`src/rtl/tmavg_pkg.sv`:
```
`default_nettype none
package tmavg_pkg;

	localparam int WINDOW_MAX = 64;
	localparam int SAMPLE_W   = 16;
	localparam int SIZE_W     = 7;
	localparam int SUM_W      = 22;
	localparam int PTR_W      = (WINDOW_MAX > 1) ? $clog2(WINDOW_MAX) : 1;
	localparam int N_W        = $clog2(WINDOW_MAX + 1);
	localparam int CNT_W      = $clog2(SUM_W + 1);
	localparam int PROD_W     = SUM_W + N_W + 1;

	localparam logic [SUM_W-1:0] SAT_POS = SUM_W'((2 ** (SAMPLE_W - 1)) - 1);
	localparam logic [SUM_W-1:0] SAT_NEG = SUM_W'(2 ** (SAMPLE_W - 1));

	typedef logic signed [SAMPLE_W-1:0] sample_t;
	typedef logic signed [SUM_W-1:0]    sum_t;
	typedef logic [N_W-1:0]             wsize_t;
	typedef logic [PTR_W-1:0]           ptr_t;

	typedef enum logic [1:0] {
		ST_IDLE,
		ST_UPDATE,
		ST_DIV,
		ST_FINISH
	} state_t;

	// Zero counts as one, anything above the window depth counts as the depth.
	function automatic wsize_t effective_size(input logic [SIZE_W-1:0] raw);
		wsize_t n;
		if (raw == '0) begin
			n = N_W'(1);
		end else if (32'(raw) > WINDOW_MAX) begin
			n = N_W'(WINDOW_MAX);
		end else begin
			n = N_W'(raw);
		end
		return n;
	endfunction

endpackage
`default_nettype wire

```
`src/rtl/tmavg_if.sv`:
```
`default_nettype none
interface tmavg_item_if;
	logic                 valid;
	logic                 ready;
	tmavg_pkg::sample_t   sample;
	logic                 first;

	modport source (output valid, output sample, output first, input ready);
	modport sink   (input valid, input sample, input first, output ready);
endinterface

interface tmavg_result_if;
	logic                 valid;
	logic                 ready;
	tmavg_pkg::sample_t   average;

	modport source (output valid, output average, input ready);
	modport sink   (input valid, input average, output ready);
endinterface

interface tmavg_cfg_if;
	logic                              valid;
	logic                              ready;
	logic [tmavg_pkg::SIZE_W-1:0]      win_len;

	modport source (output valid, output win_len, input ready);
	modport sink   (input valid, input win_len, output ready);
endinterface
`default_nettype wire

```
`src/rtl/tmavg_ram.sv`:
```
`default_nettype none
module tmavg_ram #(
	parameter int WIDTH = 16,
	parameter int DEPTH = 64
) (
	input  wire                                      clk,
	input  wire                                      we,
	input  wire  [((DEPTH > 1) ? $clog2(DEPTH) : 1)-1:0] waddr,
	input  wire  [WIDTH-1:0]                         wdata,
	input  wire  [((DEPTH > 1) ? $clog2(DEPTH) : 1)-1:0] raddr,
	output logic [WIDTH-1:0]                         rdata
);

	logic [WIDTH-1:0] mem_q [DEPTH];

	always_ff @(posedge clk) begin
		if (we) begin
			mem_q[waddr] <= wdata;
		end
		rdata <= mem_q[raddr];
	end

endmodule
`default_nettype wire

```
`src/rtl/trailing_moving_average.sv`:
```
`default_nettype none
// Trailing boxcar average of a signed 16-bit series, one result per sample.
// Each accepted sample passes through a window update, a bit-serial divide by
// the window size and a sign fix with saturation; a new sample is taken only
// once the previous result has been loaded into the output register.
// Reset clears the sequencer, slot pointer, running sum and fill marks and
// sets the window length to 1; the window memory itself is not cleared.
module trailing_moving_average (
	input  wire                     clk,
	input  wire                     arst_n,
	tmavg_item_if.sink              item,
	tmavg_result_if.source          result,
	tmavg_cfg_if.sink               cfg
);

	tmavg_pkg::state_t                state_q, state_d;

	logic [tmavg_pkg::SIZE_W-1:0]     win_len_q;
	tmavg_pkg::ptr_t                  slot_pointer_q;
	tmavg_pkg::sum_t                  window_sum_q;
	logic [tmavg_pkg::WINDOW_MAX-1:0] written_q;
	tmavg_pkg::sample_t               fill_q;

	tmavg_pkg::sample_t               sample_q;
	logic                             first_q;
	tmavg_pkg::wsize_t                n_q;
	tmavg_pkg::ptr_t                  slot_q;

	logic [tmavg_pkg::SUM_W-1:0]      dvd_q;
	logic [tmavg_pkg::N_W-1:0]        rem_q;
	logic [tmavg_pkg::CNT_W-1:0]      cnt_q;
	logic                             neg_q;

	logic                             res_valid_q;
	tmavg_pkg::sample_t               average_q;

	logic                             item_acc;
	logic                             res_load;
	logic                             ram_we;
	tmavg_pkg::wsize_t                n_eff;
	tmavg_pkg::ptr_t                  slot_sel;
	logic [tmavg_pkg::SAMPLE_W-1:0]   ram_rdata;
	tmavg_pkg::sample_t               old_val;
	tmavg_pkg::sum_t                  sum_step;
	logic signed [tmavg_pkg::PROD_W-1:0] fill_prod;
	tmavg_pkg::sum_t                  sum_next;
	logic [tmavg_pkg::SUM_W-1:0]      sum_abs;
	logic [tmavg_pkg::N_W:0]          slot_inc;
	tmavg_pkg::ptr_t                  ptr_next;
	logic [tmavg_pkg::N_W:0]          rem_shift;
	logic                             rem_ge;
	tmavg_pkg::sample_t               average_d;

	assign cfg.ready    = 1'b1;
	assign item.ready   = (state_q == tmavg_pkg::ST_IDLE);
	assign result.valid = res_valid_q;
	assign result.average = average_q;

	assign item_acc = item.valid && item.ready;

	// slot selection at accept time so the memory read lands in the update cycle
	assign n_eff = tmavg_pkg::effective_size(win_len_q);
	always_comb begin
		if (item.first) begin
			slot_sel = '0;
		end else if (tmavg_pkg::N_W'(slot_pointer_q) < n_eff) begin
			slot_sel = slot_pointer_q;
		end else begin
			slot_sel = '0;
		end
	end

	tmavg_ram #(
		.WIDTH(tmavg_pkg::SAMPLE_W),
		.DEPTH(tmavg_pkg::WINDOW_MAX)
	) u_window (
		.clk   (clk),
		.we    (ram_we),
		.waddr (slot_q),
		.wdata (sample_q),
		.raddr (slot_sel),
		.rdata (ram_rdata)
	);

	// entries not written since the last first sample hold the fill value
	assign old_val  = written_q[slot_q] ? tmavg_pkg::sample_t'(ram_rdata) : fill_q;
	assign sum_step = window_sum_q + tmavg_pkg::SUM_W'(sample_q)
	                  - tmavg_pkg::SUM_W'(old_val);
	assign fill_prod = tmavg_pkg::PROD_W'(sample_q) * $signed({1'b0, n_q});
	assign sum_next = first_q ? tmavg_pkg::sum_t'(fill_prod[tmavg_pkg::SUM_W-1:0]) : sum_step;
	assign sum_abs  = sum_next[tmavg_pkg::SUM_W-1] ? -sum_next : sum_next;

	assign slot_inc = {1'b0, tmavg_pkg::N_W'(slot_q)} + (tmavg_pkg::N_W + 1)'(1);
	assign ptr_next = (slot_inc >= {1'b0, n_q}) ? '0
	                  : slot_inc[tmavg_pkg::PTR_W-1:0];

	// one restoring divide step
	assign rem_shift = {rem_q, dvd_q[tmavg_pkg::SUM_W-1]};
	assign rem_ge    = (rem_shift >= {1'b0, n_q});

	always_comb begin
		if (neg_q) begin
			average_d = (dvd_q > tmavg_pkg::SAT_NEG) ? tmavg_pkg::sample_t'(tmavg_pkg::SAT_NEG)
			            : tmavg_pkg::sample_t'(-dvd_q);
		end else begin
			average_d = (dvd_q > tmavg_pkg::SAT_POS) ? tmavg_pkg::sample_t'(tmavg_pkg::SAT_POS)
			            : tmavg_pkg::sample_t'(dvd_q);
		end
	end

	always_comb begin
		state_d  = state_q;
		ram_we   = 1'b0;
		res_load = 1'b0;
		unique case (state_q)
			tmavg_pkg::ST_IDLE: begin
				if (item_acc) begin
					state_d = tmavg_pkg::ST_UPDATE;
				end
			end
			tmavg_pkg::ST_UPDATE: begin
				ram_we  = !first_q;
				state_d = tmavg_pkg::ST_DIV;
			end
			tmavg_pkg::ST_DIV: begin
				if (cnt_q == tmavg_pkg::CNT_W'(tmavg_pkg::SUM_W - 1)) begin
					state_d = tmavg_pkg::ST_FINISH;
				end
			end
			tmavg_pkg::ST_FINISH: begin
				// hold until the output register is free
				if (!res_valid_q || result.ready) begin
					res_load = 1'b1;
					state_d  = tmavg_pkg::ST_IDLE;
				end
			end
			default: begin
				state_d = tmavg_pkg::ST_IDLE;
			end
		endcase
	end

	always_ff @(posedge clk or negedge arst_n) begin
		if (!arst_n) begin
			state_q <= tmavg_pkg::ST_IDLE;
		end else begin
			state_q <= state_d;
		end
	end

	always_ff @(posedge clk or negedge arst_n) begin
		if (!arst_n) begin
			win_len_q      <= tmavg_pkg::SIZE_W'(1);
			slot_pointer_q <= '0;
			window_sum_q   <= '0;
			written_q      <= '0;
			fill_q         <= '0;
			res_valid_q    <= 1'b0;
		end else begin
			if (cfg.valid) begin
				win_len_q <= cfg.win_len;
			end
			if (state_q == tmavg_pkg::ST_UPDATE) begin
				window_sum_q   <= sum_next;
				slot_pointer_q <= ptr_next;
				if (first_q) begin
					written_q <= '0;
					fill_q    <= sample_q;
				end else begin
					written_q[slot_q] <= 1'b1;
				end
			end
			if (res_load) begin
				res_valid_q <= 1'b1;
			end else if (result.ready) begin
				res_valid_q <= 1'b0;
			end
		end
	end

	always_ff @(posedge clk) begin
		if (item_acc) begin
			sample_q <= item.sample;
			first_q  <= item.first;
			n_q      <= n_eff;
			slot_q   <= slot_sel;
		end
		if (state_q == tmavg_pkg::ST_UPDATE) begin
			dvd_q <= sum_abs;
			rem_q <= '0;
			cnt_q <= '0;
			neg_q <= sum_next[tmavg_pkg::SUM_W-1];
		end else if (state_q == tmavg_pkg::ST_DIV) begin
			dvd_q <= {dvd_q[tmavg_pkg::SUM_W-2:0], rem_ge};
			rem_q <= rem_ge ? tmavg_pkg::N_W'(rem_shift - {1'b0, n_q})
			         : rem_shift[tmavg_pkg::N_W-1:0];
			cnt_q <= cnt_q + tmavg_pkg::CNT_W'(1);
		end
		if (res_load) begin
			average_q <= average_d;
		end
	end

endmodule
`default_nettype wire
```
`src/flat_wrapper.sv`:
```
// flat-port wrapper written by rule: the top's interface ports become plain ports
module trailing_moving_average_flat 
  (clk, arst_n, item_valid, item_sample, item_first, item_ready, result_valid, result_average, result_ready, cfg_valid, cfg_win_len, cfg_ready);
  tmavg_item_if item_i ();
  tmavg_result_if result_i ();
  tmavg_cfg_if cfg_i ();
  input  wire clk;
  input  wire arst_n;
  input wire logic [$bits(item_i.valid)-1:0] item_valid;
  input wire logic [$bits(item_i.sample)-1:0] item_sample;
  input wire logic [$bits(item_i.first)-1:0] item_first;
  output wire logic [$bits(item_i.ready)-1:0] item_ready;
  output wire logic [$bits(result_i.valid)-1:0] result_valid;
  output wire logic [$bits(result_i.average)-1:0] result_average;
  input wire logic [$bits(result_i.ready)-1:0] result_ready;
  input wire logic [$bits(cfg_i.valid)-1:0] cfg_valid;
  input wire logic [$bits(cfg_i.win_len)-1:0] cfg_win_len;
  output wire logic [$bits(cfg_i.ready)-1:0] cfg_ready;
  assign item_i.valid = item_valid;
  assign item_i.sample = item_sample;
  assign item_i.first = item_first;
  assign item_ready = item_i.ready;
  assign result_valid = result_i.valid;
  assign result_average = result_i.average;
  assign result_i.ready = result_ready;
  assign cfg_i.valid = cfg_valid;
  assign cfg_i.win_len = cfg_win_len;
  assign cfg_ready = cfg_i.ready;
  trailing_moving_average u_core (.clk(clk), .arst_n(arst_n), .item(item_i), .result(result_i), .cfg(cfg_i));
endmodule
```
`config.mk`:
```
export PLATFORM = sky130hd
export DESIGN_NAME = trailing_moving_average_flat
export DESIGN_NICKNAME = d
export VERILOG_FILES = /design/src/rtl/tmavg_pkg.sv /design/src/rtl/tmavg_if.sv /design/src/rtl/tmavg_ram.sv /design/src/rtl/trailing_moving_average.sv /design/src/flat_wrapper.sv
export SDC_FILE = /design/constraint.sdc
export NUM_CORES = 2
export LEC_CHECK = 0
export BUFFER_PORTS_ARGS = -buffer_cell sky130_fd_sc_hd__buf_4
export CAP_MARGIN = 0
export CORE_UTILIZATION = 50
export DETAILED_ROUTE_END_ITERATION = 6
export HOLD_SLACK_MARGIN = 0.02
export PLACE_DENSITY = 0.66
export RECOVER_POWER = 50
export SETUP_SLACK_MARGIN = 0.5
export SLEW_MARGIN = 15
export SYNTH_ARGS = -nofsm -noshare
export SYNTH_HDL_FRONTEND = slang
export SYNTH_SLANG_ARGS = --single-unit
```
`constraint.sdc`:
```
create_clock -name clk -period 8.75 [get_ports clk]
set_input_delay 1.3125 -clock clk [delete_from_list [all_inputs] [get_ports clk]]
set_output_delay 1.3125 -clock clk [all_outputs]
set_load 0.02 [all_outputs]
```
## Word level (Yosys, flattened, before mapping)

Memory sizes are Yosys's and may differ from the RTL's. A register that Yosys moved wholly into a read port is not among the register bits.
Index checks and enable logic that the tools add are counted.

- Word-level logic and storage cells: 82
- Bits in latches: 0
- Register bits after elaboration: 199
- RAM bits: 1024
- Memories: 1
- Memory bits (read-only): 0

Memories:

| memory | depth | bits a word | read ports | clocked after memory_dff | write ports | line | RTL |
|---|---|---|---|---|---|---|---|
| u_core.u_window.mem_q | 64 | 16 | 1 | 1 | 1 | tmavg_ram.sv:14 | `logic [WIDTH-1:0] mem_q [DEPTH];` |

- Mux-type cells: 30
- Bitwise gates (word level): 1
- Magnitude comparators: 8
- Reductions and logical operators: 11
- Multipliers: 1
- Equal/unequal tests: 7
- Div/mod/pow operators: 0
- Shift-type cells: 0
- $add $sub $neg: 7

Operators with widths:

| operator | number |
|---|---|
| $mux W22 | 4 |
| $mux W16 | 4 |
| $mux W64 | 1 |
| $or A64 B64 Y64 | 1 |
| $add A22 B16 Y22 | 1 |
| $gt A22 B15 Y1 const B | 1 |
| $gt A22 B16 Y1 const B | 1 |
| $mul A16 B8 Y22 | 1 |
| $neg A22 Y22 | 1 |
| $sub A22 B16 Y22 | 1 |
| $mux W7 | 3 |
| $mux W6 | 3 |
| $ge A8 B7 Y1 | 2 |
| $neg A16 Y16 | 1 |
| $mux W1 | 9 |
| $pmux W2 S4 | 1 |
| $add A6 B1 Y7 const B | 1 |
| $gt A7 B7 Y1 const B | 1 |
| $logic_not A7 Y1 | 1 |
| $lt A6 B7 Y1 | 1 |
| $lt A6 B7 Y1 const B | 1 |
| $sub A7 B7 Y7 | 1 |
| $bmux W1 S6 | 1 |
| $demux W1 S6 | 1 |
| 15 further kinds | 22 |

## Longest topological paths before layout

- Depth after elaboration: 8
- Depth in mapped cells: 27

## By module

Synthesis repeated with hierarchy kept, for this count alone.

- Cell total of the unflattened synthesis: 3444
- Area, all modules: 55736.0 µm²

By module, submodules not included:

| module | area an instance (µm²) | cells an instance | seq. area each (µm²) | instances |
|---|---|---|---|---|
| tmavg_ram | 40042.2 | 1829 | 31069.8 | 1 |
| trailing_moving_average | 15693.8 | 1615 | 5266.3 | 1 |

## Least setup slack after synthesis

OpenSTA, ideal clock, no wires.

- Path type: reg-to-reg
- Start point: register u_core.sample_q[7]
- End point: register u_core.dvd_q[19] (netlist name) (data pin)
- Setup time: 0.261 ns
- Required time: 8.489 ns
- Stages on the path, launching flop included: 19
- Path buffers: 0
- Path slack: 2.372 ns
- Arrival: 6.117 ns
- Cell sequence: edfxtp_1 -> and2_1 -> fa_1 -> fa_1 -> fa_1 -> inv_1 -> fa_1 -> inv_1 -> ha_1 -> a21o_1 -> a31o_1 -> a221o_1 -> a211oi_2 -> nand3_1 -> a221oi_2 -> nand4_1 -> nor4_2 -> nor4b_1 -> a311o_1

- Word-level cells in the longest chain between the ends: 6
- Elaborated cells on any way between the ends: 7
- Those cells by class: 3 x add/sub; 1 x mul; 3 x mux

RTL lines:

| item | line | RTL |
|---|---|---|
| from (decl) | trailing_moving_average.sv:24 | `tmavg_pkg::sample_t sample_q;` |
| from (signal assigned) | trailing_moving_average.sv:183 | `sample_q <= item.sample;` |
| $add A22 B16 Y22 | trailing_moving_average.sv:87 | `assign sum_step = window_sum_q + tmavg_pkg::SUM_W'(sample_q)` |
| $sub A22 B16 Y22 | trailing_moving_average.sv:88 | `- tmavg_pkg::SUM_W'(old_val);` |
| $mux W22 (*) | trailing_moving_average.sv:90 | `assign sum_next = first_q ? tmavg_pkg::sum_t'(fill_prod[tmavg_pkg::SUM_W-1:0]) : sum_step;` |
| $neg A22 Y22 | trailing_moving_average.sv:91 | `assign sum_abs = sum_next[tmavg_pkg::SUM_W-1] ? -sum_next : sum_next;` |
| $mux W22 (*) | trailing_moving_average.sv:91 |  |
| $mux W22 (*) | trailing_moving_average.sv:188 | `if (state_q == tmavg_pkg::ST_UPDATE) begin` |
| to (signal assigned) | trailing_moving_average.sv:189 | `dvd_q <= sum_abs;` |
| to (signal assigned) | trailing_moving_average.sv:194 | `dvd_q <= {dvd_q[tmavg_pkg::SUM_W-2:0], rem_ge};` |
| to (decl) | trailing_moving_average.sv:29 | `logic [tmavg_pkg::SUM_W-1:0] dvd_q;` |

Mark *: on every way between the ends. The rest lies on a longest branch, timed or not.
A chain may end at the register's enable or synchronous reset.

## Worst setup path in the final report

- Start point: register u_core.sample_q[6]
- End point: register u_core.dvd_q[4] (netlist name) (data pin)

- Word-level cells in the longest chain between the ends: 5
- Elaborated cells on any way between the ends: 6
- Those cells by class: 2 x add/sub; 1 x mul; 3 x mux

RTL lines:

| item | line |
|---|---|
| $add A22 B16 Y22 | trailing_moving_average.sv:87 |
| $sub A22 B16 Y22 | trailing_moving_average.sv:88 |
| $mux W22 (*) | trailing_moving_average.sv:90 |
| $mux W22 (*) | trailing_moving_average.sv:91 |
| $mux W22 (*) | trailing_moving_average.sv:188 |

Marks and branches as above.

==> out/metrics.yaml <==
floorplanning:
  die_x_um: 336
  rows: 122
  die_h_um: 336
  die-area_um2: 113000
  initial_core_util_pct: 50.4
  fp.coreArea_um2: 111000
  ios: 48
route:
  wirelength_um: 149000
  drt-initial-drc-count: 4133
  routedWlPerCell_um: 24.8
  viasPerCell: 5.96
  drc: 0
  dr.pass1.iters: 5
  routed-via-count: 35900
  drtAntennaViolNets: 0
placed_design:
  gp_congestion: 0.890
  placed_area_um2: 58000
  port_buffers: 46
  dpl.hpwl_um: 87900
status:
  status: "finished with violations"
  violations: "capacitance limit, slew limit"
sta:
  max_freq_mhz: 132
  setup_viol: 0
  fin_crit_sh_pct: 86.4
  fin_crit_ns: 7.56
  hold_violations: 0
  rsz0062_at_grt: "false"
  slew_violations: 374
  skew_ns: 0.0358
  hold_ws_ns: 0.475
  slew_headroom_pct: -151
  tightest_slew_ns: 3.76
  setup_tns_ns: 0
cts:
  cts.sinks: 1239
  clk_pin_slew_ns: 0.07
  clockBufferDepth: 3
  cts_tree: "done"
  cts_buffers: 132
  cts_resized: 0
  insertion_delay_ns: 0.75
  cts-root-buf: "clkbuf_16"
  post_cts_buffers: 0
  cts_hold_buf: 0
  htree_levels: 4
synth:
  synth_commonest_cells: "edfxtp_1, nand2_1, a21oi_1"
  synth-seq-cells: 1239
  synthFlopType: "edfxtp_1"
  async_flop_share_pct: 9.52
  yosys-top-cells-area: "edfxtp_1, nand2_1, dfrtp_1"
  mappedNetlistNets: 4602
  synth.avg_cell_area_um2: 12.7
  yosys.area.top_type: "edfxtp_1"
  syn_area_um2: 55700
  synth_cells: 4375
  synth-seq-area-share_pct: 65.2
  yosysMostFrequentCell: "edfxtp_1"
  synth_cell_types: 91
  ys_warn_count: 0
  synth_top_area_share_pct: 58.9
  synth_edf_count: 1093
min_path:
  min_path_cells: 2
  whs_endpoint: "u_core.rem_q[6]"
  hp-class: "reg -> reg"
  holdCritStartpoint: "u_core.rem_q[6]"
power:
  p_per_area_nw_per_um2: 388
  ir_worst_vdd_mv: 0.326
  power_leakage_nw: 22.6
  p_int_mw: 14.3
  seq_power_share_pct: 31.0
  comb_power_share_pct: 46.9
  power.net_switching_mw: 9.77
  switching_share_pct: 40.6
  power_frac_clock_pct: 22.1
worst_setup_path:
  worstReg2RegStart: "u_core.sample_q[6]"
  start_kind: "register"
  rr_endpoint: "u_core.dvd_q[4]"
  ff2ff_setup_slack_ns: 1.19
  crit_type: "reg -> reg"
  rr_worst_depth: 19
  required_ns: 9.22
  crit_path_max_fanout: 36
  cp.arrival_ns: 8.03
  crit_path_end_kind: "register"
grt:
  track_usage_pct: 26.7
  grt_pass1_wl_um: 224000
  overflow: 0
  grt_max_degree: 146
  first_global_vias: 34900
  grt_antenna_before_repair: 9
final_layout:
  multi_input_area_um2: 17900
  fin_nets: 4660
  seq_area_um2: 36300
  area_growth_pct: 11.4
  fin_area_um2: 62100
  nFillCells: 8978
  drive_above_1_share_pct: 9.36
job:
  drv_cap: 8
[per-stage QoR]
step,utilization [%],setup slack [ns],instances,power [mW]
2_1_floorplan,-,2.37,4375,15.6
3_3_place_gp,52.5,1.42,5787,18.7
3_5_place_dp,52.5,1.46,5787,18.7
4_1_cts,56.2,1.41,6017,24.1
5_1_grt,56.1,0.828,6017,25.6
6_report,56.1,1.19,6018,24.1
[worst max-delay path, stage by stage, from the launching register on]
cell and delay [ns]:
edfxtp_1 0.35, clkbuf_1 1.30, and2_1 0.32, fa_1 0.43, fa_1 0.51, fa_1 0.49, inv_1 0.05, fa_1 0.47
inv_1 0.05, ha_1 0.35, a21oi_1 0.21, nor2b_1 0.21, a21o_1 0.27, o21ai_0 0.19, a2111o_1 0.45, and4_1 0.25
a211oi_4 0.67, o21ai_0 0.25, xnor2_1 0.18, mux2_2 0.26
[layer usage]
| layer | vias to the layer above | global-route usage (%) | share of wire (%) |
|---|---|---|---|
| met5 | - | 0 | 0.0087 |
| met4 | 2 | 8.95 | 3.0 |
| met3 | 227 | 3.93 | 7.4 |
| met2 | 1463 | 43.1 | 47 |
| met1 | 18100 | 37.1 | 42 |
| li1 | 16100 | - | - |
[state kept, by name (all words and copies together) (netlist names), 16 cells and up]
signal and flops:
u_core.u_window.rdata 16, u_core.fill_q 16, u_core.u_window.mem_q 1024, u_core.window_sum_q 22, u_core.written_q 64, u_core.sample_q 16, u_core.dvd_q 22, u_core.result.average 16
[power by group through the flow]
stage	clock network (mW)	logic (mW)	registers (mW)
detailed placement	0	11.2	7.56
global route	5.60	12.5	7.49
finish	5.31	11.3	7.45
floorplan	0	8.05	7.55
CTS	5.38	11.2	7.45
global placement	0	11.1	7.56
[layout make-up]
cell class                      count  share of cell area [%]
Clock inverter                     59                   0.809
Antenna cell                        1                 0.00403
Clock buffer                      171                    5.76
Inverter                          168                    1.03
Tap cell                         1488                    3.00
Multi-Input combinational cell   2732                    28.8
Timing Repair Buffer              160                    2.07
Sequential cell                  1239                    58.6
[cells in the final DEF, fill, tap and decap left out, drive strengths merged, types with 11 or more instances in the layout]
cell / n
o21a: 12
inv: 173
nor3: 20
o22ai: 70
a31oi: 60
o21ai: 97
o211ai: 11
o2111ai: 18
mux2: 45
nand3: 75
nor2: 167
mux2i: 186
dfxtp: 28
a211oi: 16
or4: 34
ha: 95
nand2: 800
nor2b: 19
fa: 103
and2: 97
clkbuf: 197
nor4: 122
edfxtp: 1093
xnor2: 34
nand4: 15
clkinv: 47
dfrtp: 117
a21o: 85
a21oi: 353
nand2b: 29
or3: 16
xor2: 22
buf: 134
[cell families after synthesis]
logic type	count (synthesis)	share of synthesized area [%]
fa+ha+maj	198	5.84
simple gates	1432	11.8
other cells	1	0.00673
buf+inv	404	2.98
flops	1239	65.2
compound gates	810	8.90
xor+xnor	56	0.880
mux	235	4.41
[worst max-delay path by stage]
| stage | start | end | slack, ns | depth (start not counted) |
|---|---|---|---|---|
| 3_5_place_dp | u_core.slot_q[1] | u_core.dvd_q[20] | 1.46 | 22 |
| 4_1_cts | u_core.slot_q[1] | u_core.dvd_q[20] | 1.41 | 22 |
| 3_3_place_gp | u_core.slot_q[1] | u_core.dvd_q[20] | 1.42 | 22 |
| 5_1_grt | u_core.sample_q[6] | u_core.dvd_q[4] | 0.83 | 19 |
| 2_1_floorplan | u_core.sample_q[7] | u_core.dvd_q[19] | 2.37 | 18 |
| 6_report | u_core.sample_q[6] | u_core.dvd_q[4] | 1.19 | 19 |
Power figures use the tool's default switching activity.
